**config.mk**
```make
export PLATFORM = sky130hd
export DESIGN_NAME = set_intersection_union_difference_unit
export DESIGN_NICKNAME = d
export VERILOG_FILES = /design/src/rtl/core/siud_pkg.sv /design/src/rtl/core/set_intersection_union_difference_unit.sv /design/src/rtl/core/siud_ram.sv /design/src/rtl/core/siud_match.sv
export SDC_FILE = /design/constraint.sdc
export NUM_CORES = 2
export LEC_CHECK = 0
export BUFFER_PORTS_ARGS = -buffer_cell sky130_fd_sc_hd__buf_2
export CORE_MARGIN = 5
export CORE_UTILIZATION = 30
export CTS_CLUSTER_DIAMETER = 120
export DETAILED_ROUTE_END_ITERATION = 10
export PLACE_DENSITY = 0.53
export SLEW_MARGIN = 15
export SYNTH_ARGS = -nofsm -noshare
export SYNTH_HDL_FRONTEND = slang
export SYNTH_SLANG_ARGS = --single-unit
export TNS_END_PERCENT = 30
```
**constraint.sdc**
```tcl
create_clock -name clk_i -period 5.7 [get_ports clk_i]
set_clock_uncertainty 0.1 [all_clocks]
set_input_delay 1.14 -clock clk_i [delete_from_list [all_inputs] [get_ports clk_i]]
set_output_delay 1.14 -clock clk_i [all_outputs]
set_load 0.02 [all_outputs]
```
**src/rtl/core/siud_pkg.sv**
```systemverilog
// Package for the set intersection, union and difference unit.
// Holds the item codes, result status codes, sequencer states and a shared struct.
// No dependencies.
package siud_pkg;

  // Width of one set member.
  localparam int unsigned ValueWidth = 32;

  // Codes of the kind field of an input word.
  typedef enum logic [1:0] {
    KIND_CLEAR = 2'd0,
    KIND_ADD   = 2'd1,
    KIND_OP    = 2'd2
  } kind_e;

  // Codes of the operation field.
  typedef enum logic [1:0] {
    OP_AND       = 2'd0,
    OP_OR        = 2'd1,
    OP_A_MINUS_B = 2'd2,
    OP_B_MINUS_A = 2'd3
  } op_e;

  // Status codes of a result word.
  typedef enum logic [2:0] {
    ST_MEMBER       = 3'd0,
    ST_ACCEPTED     = 3'd1,
    ST_DUPLICATE    = 3'd2,
    ST_FULL         = 3'd3,
    ST_EMPTY_RESULT = 3'd4,
    ST_SET_EMPTY    = 3'd5
  } status_e;

  // States of the top-level sequencer.
  typedef enum logic [2:0] {
    S_IDLE,
    S_REPLY,
    S_ADD_SCAN,
    S_OP_READ,
    S_OP_LATCH,
    S_OP_SCAN,
    S_OP_EMIT,
    S_OP_END
  } state_e;

  // Answer of the membership scan unit.
  typedef struct packed {
    logic done;
    logic found;
  } match_rsp_t;

endpackage

```
**src/rtl/core/set_intersection_union_difference_unit.sv**
```systemverilog
// Top level of the set intersection, union and difference unit: sequencer, counts, output word.
// Depends on siud_pkg, siud_ram and siud_match.
//
//   channel | direction | handshake                 | payload
//   --------+-----------+---------------------------+-------------------------------------------
//   in      | input     | in_valid_i / in_stall_o   | kind_i, set_select_i, element_value_i,
//           |           |                           | operation_i
//   out     | output    | out_valid_o / out_stall_i | member_value_o, status_o, last_o
//
// A clear goes straight to S_REPLY. An add scans the target set, one compare per cycle,
// then replies. An operation takes each outer member through S_OP_READ, S_OP_LATCH,
// S_OP_SCAN (one compare per inner entry; skipped in the first half of a union) and S_OP_EMIT;
// the single comparator and the one read port of each set store set this pace.
// Reset zeroes both counts; the stores are not cleared and need no sweep.
// A stalled output holds the sequencer only when it has a new word to hand over.
module set_intersection_union_difference_unit import siud_pkg::*; #(
  parameter int unsigned SET_CAPACITY = 16
) (
  input  logic               clk_i,
  input  logic               rst_ni,
  input  logic               in_valid_i,
  output logic               in_stall_o,
  input  logic [1:0]         kind_i,
  input  logic               set_select_i,
  input  logic signed [31:0] element_value_i,
  input  logic [1:0]         operation_i,
  output logic               out_valid_o,
  input  logic               out_stall_i,
  output logic signed [31:0] member_value_o,
  output logic [2:0]         status_o,
  output logic               last_o
);

  localparam int unsigned CntWidth  = $clog2(SET_CAPACITY + 1);
  localparam int unsigned AddrWidth = (SET_CAPACITY > 1) ? $clog2(SET_CAPACITY) : 1;
  localparam logic [CntWidth-1:0] Capacity = CntWidth'(SET_CAPACITY);

  state_e                state_q, state_d;
  logic [CntWidth-1:0]   cnt_a_q, cnt_a_d;
  logic [CntWidth-1:0]   cnt_b_q, cnt_b_d;
  logic                  tgt_q, tgt_d;     // store that is scanned; the other one is walked
  logic [ValueWidth-1:0] key_q, key_d;
  logic [CntWidth-1:0]   idx_q, idx_d;
  logic                  all_q, all_d;
  logic                  want_q, want_d;
  logic                  union_q, union_d;
  logic                  qual_q, qual_d;
  logic                  pend_vld_q, pend_vld_d;
  logic [ValueWidth-1:0] pend_val_q, pend_val_d;
  status_e               reply_q, reply_d;

  logic                  out_vld_q;
  logic [ValueWidth-1:0] out_val_q;
  status_e               out_sts_q;
  logic                  out_last_q;

  logic                  out_free;
  logic                  push;
  logic [ValueWidth-1:0] push_val;
  status_e               push_sts;
  logic                  push_last;
  logic                  emit_go;

  logic                  wr_en;
  logic                  we_a, we_b;
  logic [AddrWidth-1:0]  raddr_a, raddr_b;
  logic [ValueWidth-1:0] rdata_a, rdata_b;
  logic [ValueWidth-1:0] scan_rdata, walk_rdata;
  logic [CntWidth-1:0]   scan_cnt, walk_cnt;
  logic [AddrWidth-1:0]  scan_addr;
  logic                  scan_start;
  match_rsp_t            mrsp;

  // Store addressing: the scanned store follows the scan unit, the other the walk index.
  assign raddr_a    = tgt_q ? idx_q[AddrWidth-1:0] : scan_addr;
  assign raddr_b    = tgt_q ? scan_addr : idx_q[AddrWidth-1:0];
  assign scan_rdata = tgt_q ? rdata_b : rdata_a;
  assign walk_rdata = tgt_q ? rdata_a : rdata_b;
  assign scan_cnt   = tgt_q ? cnt_b_q : cnt_a_q;
  assign walk_cnt   = tgt_q ? cnt_a_q : cnt_b_q;
  assign we_a       = wr_en && !tgt_q;
  assign we_b       = wr_en && tgt_q;

  siud_ram #(
    .WIDTH (ValueWidth),
    .DEPTH (SET_CAPACITY)
  ) u_store_a (
    .clk_i   (clk_i),
    .we_i    (we_a),
    .waddr_i (cnt_a_q[AddrWidth-1:0]),
    .wdata_i (key_q),
    .raddr_i (raddr_a),
    .rdata_o (rdata_a)
  );

  siud_ram #(
    .WIDTH (ValueWidth),
    .DEPTH (SET_CAPACITY)
  ) u_store_b (
    .clk_i   (clk_i),
    .we_i    (we_b),
    .waddr_i (cnt_b_q[AddrWidth-1:0]),
    .wdata_i (key_q),
    .raddr_i (raddr_b),
    .rdata_o (rdata_b)
  );

  siud_match #(
    .SET_CAPACITY (SET_CAPACITY)
  ) u_match (
    .clk_i   (clk_i),
    .rst_ni  (rst_ni),
    .start_i (scan_start),
    .key_i   (key_q),
    .count_i (scan_cnt),
    .rdata_i (scan_rdata),
    .addr_o  (scan_addr),
    .rsp_o   (mrsp)
  );

  assign out_free   = !out_vld_q || !out_stall_i;
  assign in_stall_o = (state_q != S_IDLE);

  // Sequencer: next state, store updates and the word handed to the output register.
  always_comb begin
    state_d    = state_q;
    cnt_a_d    = cnt_a_q;
    cnt_b_d    = cnt_b_q;
    tgt_d      = tgt_q;
    key_d      = key_q;
    idx_d      = idx_q;
    all_d      = all_q;
    want_d     = want_q;
    union_d    = union_q;
    qual_d     = qual_q;
    pend_vld_d = pend_vld_q;
    pend_val_d = pend_val_q;
    reply_d    = reply_q;
    push       = 1'b0;
    push_val   = '0;
    push_sts   = ST_MEMBER;
    push_last  = 1'b0;
    wr_en      = 1'b0;
    scan_start = 1'b0;
    emit_go    = 1'b1;

    unique case (state_q)
      S_IDLE: begin
        if (in_valid_i) begin
          key_d = element_value_i;
          tgt_d = set_select_i;
          unique case (kind_e'(kind_i))
            KIND_CLEAR: begin
              if (set_select_i) begin
                cnt_b_d = '0;
              end else begin
                cnt_a_d = '0;
              end
              reply_d = ST_ACCEPTED;
              state_d = S_REPLY;
            end
            KIND_ADD: begin
              scan_start = 1'b1;
              state_d    = S_ADD_SCAN;
            end
            KIND_OP: begin
              if (cnt_a_q == '0 || cnt_b_q == '0) begin
                reply_d = ST_SET_EMPTY;
                state_d = S_REPLY;
              end else begin
                idx_d      = '0;
                pend_vld_d = 1'b0;
                all_d      = 1'b0;
                want_d     = 1'b0;
                union_d    = 1'b0;
                tgt_d      = 1'b1;
                unique case (op_e'(operation_i))
                  OP_AND: want_d = 1'b1;
                  OP_OR: begin
                    all_d   = 1'b1;
                    union_d = 1'b1;
                  end
                  OP_A_MINUS_B: tgt_d = 1'b1;
                  OP_B_MINUS_A: tgt_d = 1'b0;
                  default: tgt_d = 1'b1;
                endcase
                state_d = S_OP_READ;
              end
            end
            default: state_d = S_IDLE;
          endcase
        end
      end

      S_REPLY: begin
        if (out_free) begin
          push      = 1'b1;
          push_sts  = reply_q;
          push_last = 1'b1;
          state_d   = S_IDLE;
        end
      end

      // Duplicate check first, then the capacity check, then the write.
      S_ADD_SCAN: begin
        if (mrsp.done) begin
          if (mrsp.found) begin
            reply_d = ST_DUPLICATE;
          end else if (scan_cnt >= Capacity) begin
            reply_d = ST_FULL;
          end else begin
            wr_en   = 1'b1;
            reply_d = ST_ACCEPTED;
            if (tgt_q) begin
              cnt_b_d = cnt_b_q + CntWidth'(1);
            end else begin
              cnt_a_d = cnt_a_q + CntWidth'(1);
            end
          end
          state_d = S_REPLY;
        end
      end

      S_OP_READ: state_d = S_OP_LATCH;

      // The walked member becomes the key of the scan over the other store.
      S_OP_LATCH: begin
        key_d = walk_rdata;
        if (all_q) begin
          qual_d  = 1'b1;
          state_d = S_OP_EMIT;
        end else begin
          scan_start = 1'b1;
          state_d    = S_OP_SCAN;
        end
      end

      S_OP_SCAN: begin
        if (mrsp.done) begin
          qual_d  = (mrsp.found == want_q);
          state_d = S_OP_EMIT;
        end
      end

      // A qualifying member is held back one step so that the final one can carry last.
      S_OP_EMIT: begin
        if (qual_q && pend_vld_q) begin
          if (out_free) begin
            push     = 1'b1;
            push_val = pend_val_q;
          end else begin
            emit_go = 1'b0;
          end
        end
        if (emit_go) begin
          if (qual_q) begin
            pend_vld_d = 1'b1;
            pend_val_d = key_q;
          end
          if (idx_q + CntWidth'(1) == walk_cnt) begin
            if (union_q) begin
              // Second half of a union: members of B that are not in A.
              union_d = 1'b0;
              all_d   = 1'b0;
              want_d  = 1'b0;
              tgt_d   = 1'b0;
              idx_d   = '0;
              state_d = S_OP_READ;
            end else begin
              state_d = S_OP_END;
            end
          end else begin
            idx_d   = idx_q + CntWidth'(1);
            state_d = S_OP_READ;
          end
        end
      end

      S_OP_END: begin
        if (out_free) begin
          push      = 1'b1;
          push_last = 1'b1;
          if (pend_vld_q) begin
            push_val = pend_val_q;
          end else begin
            push_sts = ST_EMPTY_RESULT;
          end
          pend_vld_d = 1'b0;
          state_d    = S_IDLE;
        end
      end

      default: state_d = S_IDLE;
    endcase
  end

  // Control registers.
  always_ff @(posedge clk_i or negedge rst_ni) begin
    if (!rst_ni) begin
      state_q    <= S_IDLE;
      cnt_a_q    <= '0;
      cnt_b_q    <= '0;
      tgt_q      <= 1'b0;
      idx_q      <= '0;
      all_q      <= 1'b0;
      want_q     <= 1'b0;
      union_q    <= 1'b0;
      qual_q     <= 1'b0;
      pend_vld_q <= 1'b0;
      reply_q    <= ST_ACCEPTED;
    end else begin
      state_q    <= state_d;
      cnt_a_q    <= cnt_a_d;
      cnt_b_q    <= cnt_b_d;
      tgt_q      <= tgt_d;
      idx_q      <= idx_d;
      all_q      <= all_d;
      want_q     <= want_d;
      union_q    <= union_d;
      qual_q     <= qual_d;
      pend_vld_q <= pend_vld_d;
      reply_q    <= reply_d;
    end
  end

  // Data registers.
  always_ff @(posedge clk_i) begin
    key_q      <= key_d;
    pend_val_q <= pend_val_d;
  end

  // Output register: loads a new word when the previous one has gone or is leaving.
  always_ff @(posedge clk_i or negedge rst_ni) begin
    if (!rst_ni) begin
      out_vld_q <= 1'b0;
    end else if (push) begin
      out_vld_q <= 1'b1;
    end else if (!out_stall_i) begin
      out_vld_q <= 1'b0;
    end
  end

  always_ff @(posedge clk_i) begin
    if (push) begin
      out_val_q  <= push_val;
      out_sts_q  <= push_sts;
      out_last_q <= push_last;
    end
  end

  assign out_valid_o    = out_vld_q;
  assign member_value_o = out_val_q;
  assign status_o       = out_sts_q;
  assign last_o         = out_last_q;

  // Checks on the sequencer.
  a_cnt_a_bound: assert property (@(posedge clk_i) disable iff (!rst_ni)
    cnt_a_q <= Capacity)
    else $error("set A count beyond capacity");

  a_cnt_b_bound: assert property (@(posedge clk_i) disable iff (!rst_ni)
    cnt_b_q <= Capacity)
    else $error("set B count beyond capacity");

  a_status_last: assert property (@(posedge clk_i) disable iff (!rst_ni)
    (out_vld_q && out_sts_q != ST_MEMBER) |-> out_last_q)
    else $error("non-member word without last");

  a_done_in_scan: assert property (@(posedge clk_i) disable iff (!rst_ni)
    mrsp.done |-> (state_q == S_ADD_SCAN || state_q == S_OP_SCAN))
    else $error("scan finished outside a scan state");

  a_idle_no_pending: assert property (@(posedge clk_i) disable iff (!rst_ni)
    (state_q == S_IDLE) |-> !pend_vld_q)
    else $error("member left pending in idle");

endmodule

```
**src/rtl/core/siud_ram.sv**
```systemverilog
// Generic single-port-write, single-port-read memory with a registered read.
// Used for both set stores; no dependencies.
module siud_ram #(
  parameter int unsigned WIDTH = 32,
  parameter int unsigned DEPTH = 16
) (
  input  logic                                    clk_i,
  input  logic                                    we_i,
  input  logic [((DEPTH > 1) ? $clog2(DEPTH) : 1)-1:0] waddr_i,
  input  logic [WIDTH-1:0]                        wdata_i,
  input  logic [((DEPTH > 1) ? $clog2(DEPTH) : 1)-1:0] raddr_i,
  output logic [WIDTH-1:0]                        rdata_o
);

  logic [WIDTH-1:0] mem_q [DEPTH];

  // Write port and registered read port.
  always_ff @(posedge clk_i) begin
    if (we_i) begin
      mem_q[waddr_i] <= wdata_i;
    end
    rdata_o <= mem_q[raddr_i];
  end

endmodule

```
**src/rtl/core/siud_match.sv**
```systemverilog
// Shared membership scan: walks a set store one entry per cycle and compares it with a key.
// Depends on siud_pkg.
module siud_match import siud_pkg::*; #(
  parameter int unsigned SET_CAPACITY = 16
) (
  input  logic                                                  clk_i,
  input  logic                                                  rst_ni,
  input  logic                                                  start_i,
  input  logic [ValueWidth-1:0]                                 key_i,
  input  logic [$clog2(SET_CAPACITY+1)-1:0]                     count_i,
  input  logic [ValueWidth-1:0]                                 rdata_i,
  output logic [((SET_CAPACITY > 1) ? $clog2(SET_CAPACITY) : 1)-1:0] addr_o,
  output match_rsp_t                                            rsp_o
);

  localparam int unsigned CntWidth  = $clog2(SET_CAPACITY + 1);
  localparam int unsigned AddrWidth = (SET_CAPACITY > 1) ? $clog2(SET_CAPACITY) : 1;

  logic                busy_q, busy_d;
  logic                chk_q, chk_d;
  logic [CntWidth-1:0] idx_q, idx_d;
  logic                hit;
  logic                at_end;

  // The entry read last cycle is compared now, while the next address goes out.
  assign hit        = busy_q && chk_q && (rdata_i == key_i);
  assign at_end     = busy_q && (idx_q == count_i);
  assign rsp_o.done  = hit || at_end;
  assign rsp_o.found = hit;
  assign addr_o     = idx_q[AddrWidth-1:0];

  // Scan control.
  always_comb begin
    busy_d = busy_q;
    chk_d  = chk_q;
    idx_d  = idx_q;
    if (start_i) begin
      busy_d = 1'b1;
      chk_d  = 1'b0;
      idx_d  = '0;
    end else if (busy_q) begin
      if (rsp_o.done) begin
        busy_d = 1'b0;
        chk_d  = 1'b0;
      end else begin
        idx_d = idx_q + CntWidth'(1);
        chk_d = 1'b1;
      end
    end
  end

  always_ff @(posedge clk_i or negedge rst_ni) begin
    if (!rst_ni) begin
      busy_q <= 1'b0;
      chk_q  <= 1'b0;
      idx_q  <= '0;
    end else begin
      busy_q <= busy_d;
      chk_q  <= chk_d;
      idx_q  <= idx_d;
    end
  end

endmodule

```
==> metrics.json <==
{
  "setup.worst_path.start": "tgt_q",
  "grt_max_degree": 74,
  "cts.sinks": 1223,
  "slew_headroom": 0.289,
  "highest_clock_frequency_the_design_can_meet_mhz": 213,
  "vias": 23900,
  "synthesis.nets": 2493,
  "floorplan.io_pins": 79,
  "cts_made_buffers": 120,
  "clk_root_buffer_cell": "clkbuf_16",
  "yosysSeqAreaShare": 0.756,
  "dr.pass1.iters": 5,
  "htreeDepth": 3,
  "cts_tree": "built",
  "post_synth_instance_area_mm2": 0.0475,
  "min_path_type": "flip-flop to flip-flop",
  "worst_skew_pair.late_latency_ns": 0.74,
  "placement.io_buffers": 78,
  "synth_mux_area_frac": 0.140,
  "final.period_utilization": 0.825,
  "report.final.hold_viol_count": 0,
  "drt_drc_violations_left": 0,
  "synth_xor_area_frac": 0.00848,
  "antenna_found_initial": 17,
  "max_cap_viol_count": 0,
  "post_synth_and_or_nand_nor_area_fraction": 0.0465,
  "detail-route-antenna-nets": 0,
  "worst_hold_path.num_cells": 2,
  "worst_setup_path_start_kind": "flip-flop",
  "die-area_mm2": 0.166,
  "drive_gt1_frac": 0.247,
  "arrival_ns": 4.93,
  "reg2reg_from": "tgt_q",
  "wl_per_cell_um": 26.5,
  "worst-path-max-fanout": 64,
  "yosys_register_bits": 1223,
  "synth_largest_type_area_fraction": 0.710,
  "finalWorstPathRequiredPeriod_ns": 4.70,
  "synthDominantAreaCellType": "edfxtp_1",
  "dpl.hpwl_um": 79600,
  "yosys_warnings": 0,
  "critical_path.max_stage_delay_ns": 1.09,
  "worst_setup_hold_path_clk_slew_ns": 0.06,
  "switchingPower_mw": 9.07,
  "synth_top_family_by_area": "multiplexers",
  "p_int_mw": 18.7,
  "globalRouteTotalUtil": 0.150,
  "core_region_area_mm2": 0.158,
  "first_global_vias": 24100,
  "layout.nets": 2649,
  "worst_ir_drop_vdd_mv": 0.348,
  "reg2reg_depth": 7,
  "initial_core_util": 0.301,
  "setup_total_negative_slack_ns": 0,
  "tightestPinTransition_ns": 1.07,
  "rsz0062_at_grt": "false",
  "critical_path_class": "flip-flop to flip-flop",
  "run_status": "complete, no violations",
  "flow.area_growth_from_synthesis_pct": 15.3,
  "cpLargestDelayFamily": "simple AND/OR/NAND/NOR gates",
  "utilization": 0.347,
  "gr-total-overflow": 0,
  "hold_path.startpoint": "idx_q[4]",
  "std_cell_rows": 146,
  "routed_via_density": 4.99,
  "static-leakage-power_nw": 17.6,
  "layout.filler_cells": 14700,
  "cp.buffers_inverters": 0,
  "power-per-cell-area_mw_per_mm2": 507,
  "power.clock.fraction": 0.287,
  "max-clock-path-buffers": 3,
  "die_h_um": 408,
  "netlist_top_cells_area": "edfxtp_1 (71%), mux4_2 (12%), dfxtp_1 (2.7%), dfrtp_1 (1.8%), mux2i_1 (1.7%)",
  "comb_power_share": 0.287,
  "cts_hold_repair.buffers": 0,
  "globalplace.congestion": 0.874,
  "grt_pass1_wl_um": 182000,
  "die_width_um": 408,
  "holdPathEnd": "idx_q[4]",
  "postSynthCellCount": 2442,
  "drt-total-wl_um": 127000,
  "seq_power_share": 0.426,
  "synth_compound_area_frac": 0.0329,
  "postCtsSetupBuffers": 0,
  "timing.final.ws_setup_ns": 1.00,
  "switching_share": 0.327,
  "avgSynthCellArea_um2": 19.5,
  "crit_required_ns": 5.93,
  "slew_viol_final": 0,
  "synth-edff-count": 1124,
  "post_cts_resized": 0,
  "finalSetupViolations": 0,
  "crit_slowest_cell": "dfrtp_4",
  "cp-end-kind": "flip-flop",
  "post_synth_num_cell_types": 66,
  "synthArstFlopShare": 0.0286,
  "yosys_most_used_dff": "edfxtp_1",
  "timing.rr.end": "u_store_b.mem_q[10][22]",
  "r2r_setup_slack_ns": 1.0,
  "worst_setup_slack_post_dpl_ns": 1.07,
  "detailedRoute.firstIterationViolations": 2557,
  "crit_chain": "mux2i_1 > xnor2_1 > nor4_2 > and3b_1 > o31ai_4 > nor2_2 > and4_2",
  "synth-adder-area-share": 0.00284
}
## power by group through the flow
stage / Clock, mW / Combinational, mW / Sequential [mW]
3_5_place_dp: 0 / 8.10 / 12.0
4_1_cts: 8.15 / 8.11 / 11.8
3_3_place_gp: 0 / 8.06 / 12.0
2_1_floorplan: 0 / 4.92 / 12.0
5_1_grt: 8.54 / 8.56 / 11.9
6_report: 7.97 / 7.99 / 11.8
## worst max path at each step
stage / to / slack [ns] / cells after the start
after floorplan: u_store_a.mem_q[15][0] / 1.93 / 10
after global placement: u_store_b.mem_q[10][28] / 1.08 / 7
after detailed placement: u_store_b.mem_q[10][18] / 1.07 / 7
after CTS: u_store_b.mem_q[10][22] / 1.03 / 7
after global routing: u_store_b.mem_q[10][22] / 0.76 / 7
final: u_store_b.mem_q[10][22] / 1.0 / 7
## metrics by stage
| step | instances | hold WS (ns) | total power, mW | area (um2) |
|---|---|---|---|---|
| 3_5_place_dp | 4548 | 0.395 | 20.1 | 50800 |
| 4_1_cts | 4775 | 0.390 | 28.1 | 54800 |
| 6_report | 4779 | 0.408 | 27.8 | 54800 |
| 2_1_floorplan | 2442 | 0.368 | 16.9 | 47500 |
| 3_3_place_gp | 4548 | 0.386 | 20.1 | 50800 |
| 5_1_grt | 4775 | 0.432 | 29.0 | 54800 |
## cell type report
| class | count | area, um2 | area share |
|---|---|---|---|
| well taps | 2072 | 2590 | 0.0473 |
| clock inverters | 79 | 797 | 0.0145 |
| inverters | 13 | 48.8 | 0.000890 |
| flip-flops and latches | 1223 | 35900 | 0.655 |
| multi-input cells | 1071 | 11100 | 0.203 |
| diodes | 4 | 10.0 | 0.000183 |
| clock buffers | 148 | 3170 | 0.0578 |
| repair buffers | 169 | 1150 | 0.0210 |
## Yosys cell counts, drive strengths merged (3+ instances only)
library cell  number
edfxtp          1124
mux4             256
nand2            155
and2              98
mux2i             83
clkbuf            75
a31oi             67
a211oi            66
dfxtp             64
nor2              62
buf               60
a21oi             48
xnor2             41
dfrtp             34
and3              27
nor4              19
nand3             18
o21ai             16
inv               13
ha                10
nor3              10
nand2b             9
a21o               8
or3                8
o31ai              6
xor2               5
and4               4
mux2               4
nor2b              4
o22ai              4
nand4              3
nor3b              3
o21bai             3
## registers in the layout, indices dropped and copies added, names as in the netlist
signal             cells
all_q                  1
cnt_a_q                5
cnt_b_q                5
idx_q                  5
key_q                 32
last_o                 1
member_value_o        32
out_valid_o            1
pend_val_q            32
pend_vld_q             1
qual_q                 1
reply_q                3
state_q                3
status_o               3
tgt_q                  1
u_match.busy_q         1
u_match.chk_q          1
u_match.idx_q          5
u_store_a.mem_q      512
u_store_a.rdata_o     32
u_store_b.mem_q      512
u_store_b.rdata_o     32
union_q                1
want_q                 1
## cells by family (layout without fill, tap and decap cells)
kind of cell,after synthesis,after routing
mux,343,343
other cells,0,4
flops,1223,1223
compound gates,236,236
simple gates,435,435
buf+inv,148,409
xor+xnor,46,46
fa+ha+maj,11,11
## routing by layer
metal  vias up  global-route usage  routed length (um)
met5         -                   0                  41
met4         6              0.0336                2180
met3       143              0.0394                9860
met2       788               0.236               59500
met1     12700               0.208               55100
li1      10200                   -                   -
## layout by cell type (no fill, tap or decap), types with 5 or more instances in the layout
master,n
mux2i_1,75
clkbuf_8,6
buf_4,85
buf_2,78
nand2b_1,9
xor2_1,5
nor4_1,17
or3_1,8
a21oi_1,48
buf_12,6
and3_2,25
clkinv_1,21
inv_1,13
xnor2_1,41
o31ai_1,5
mux2i_4,8
inv_6,5
and2_1,93
o21ai_0,15
ha_1,10
dfxtp_1,64
edfxtp_1,1124
a31oi_1,67
nor3_1,9
nand2_1,154
mux4_2,256
bufinv_16,12
dfrtp_1,33
a211oi_1,66
clkinvlp_4,5
clkbuf_1,22
nor2_1,58
clkbuf_16,120
a21o_1,8
nand3_1,18
clkinv_2,29
## worst register-to-register path, delay by kind of cell (launching register included)
family,cells,cell delay [ns]
flip-flops,1,1.09
AO/OA/AOI/OAI,1,0.21
XOR/XNOR,1,0.11
AND/OR/NAND/NOR,4,2.43
multiplexers,1,0.36
Power figures use the tool's default switching activity.
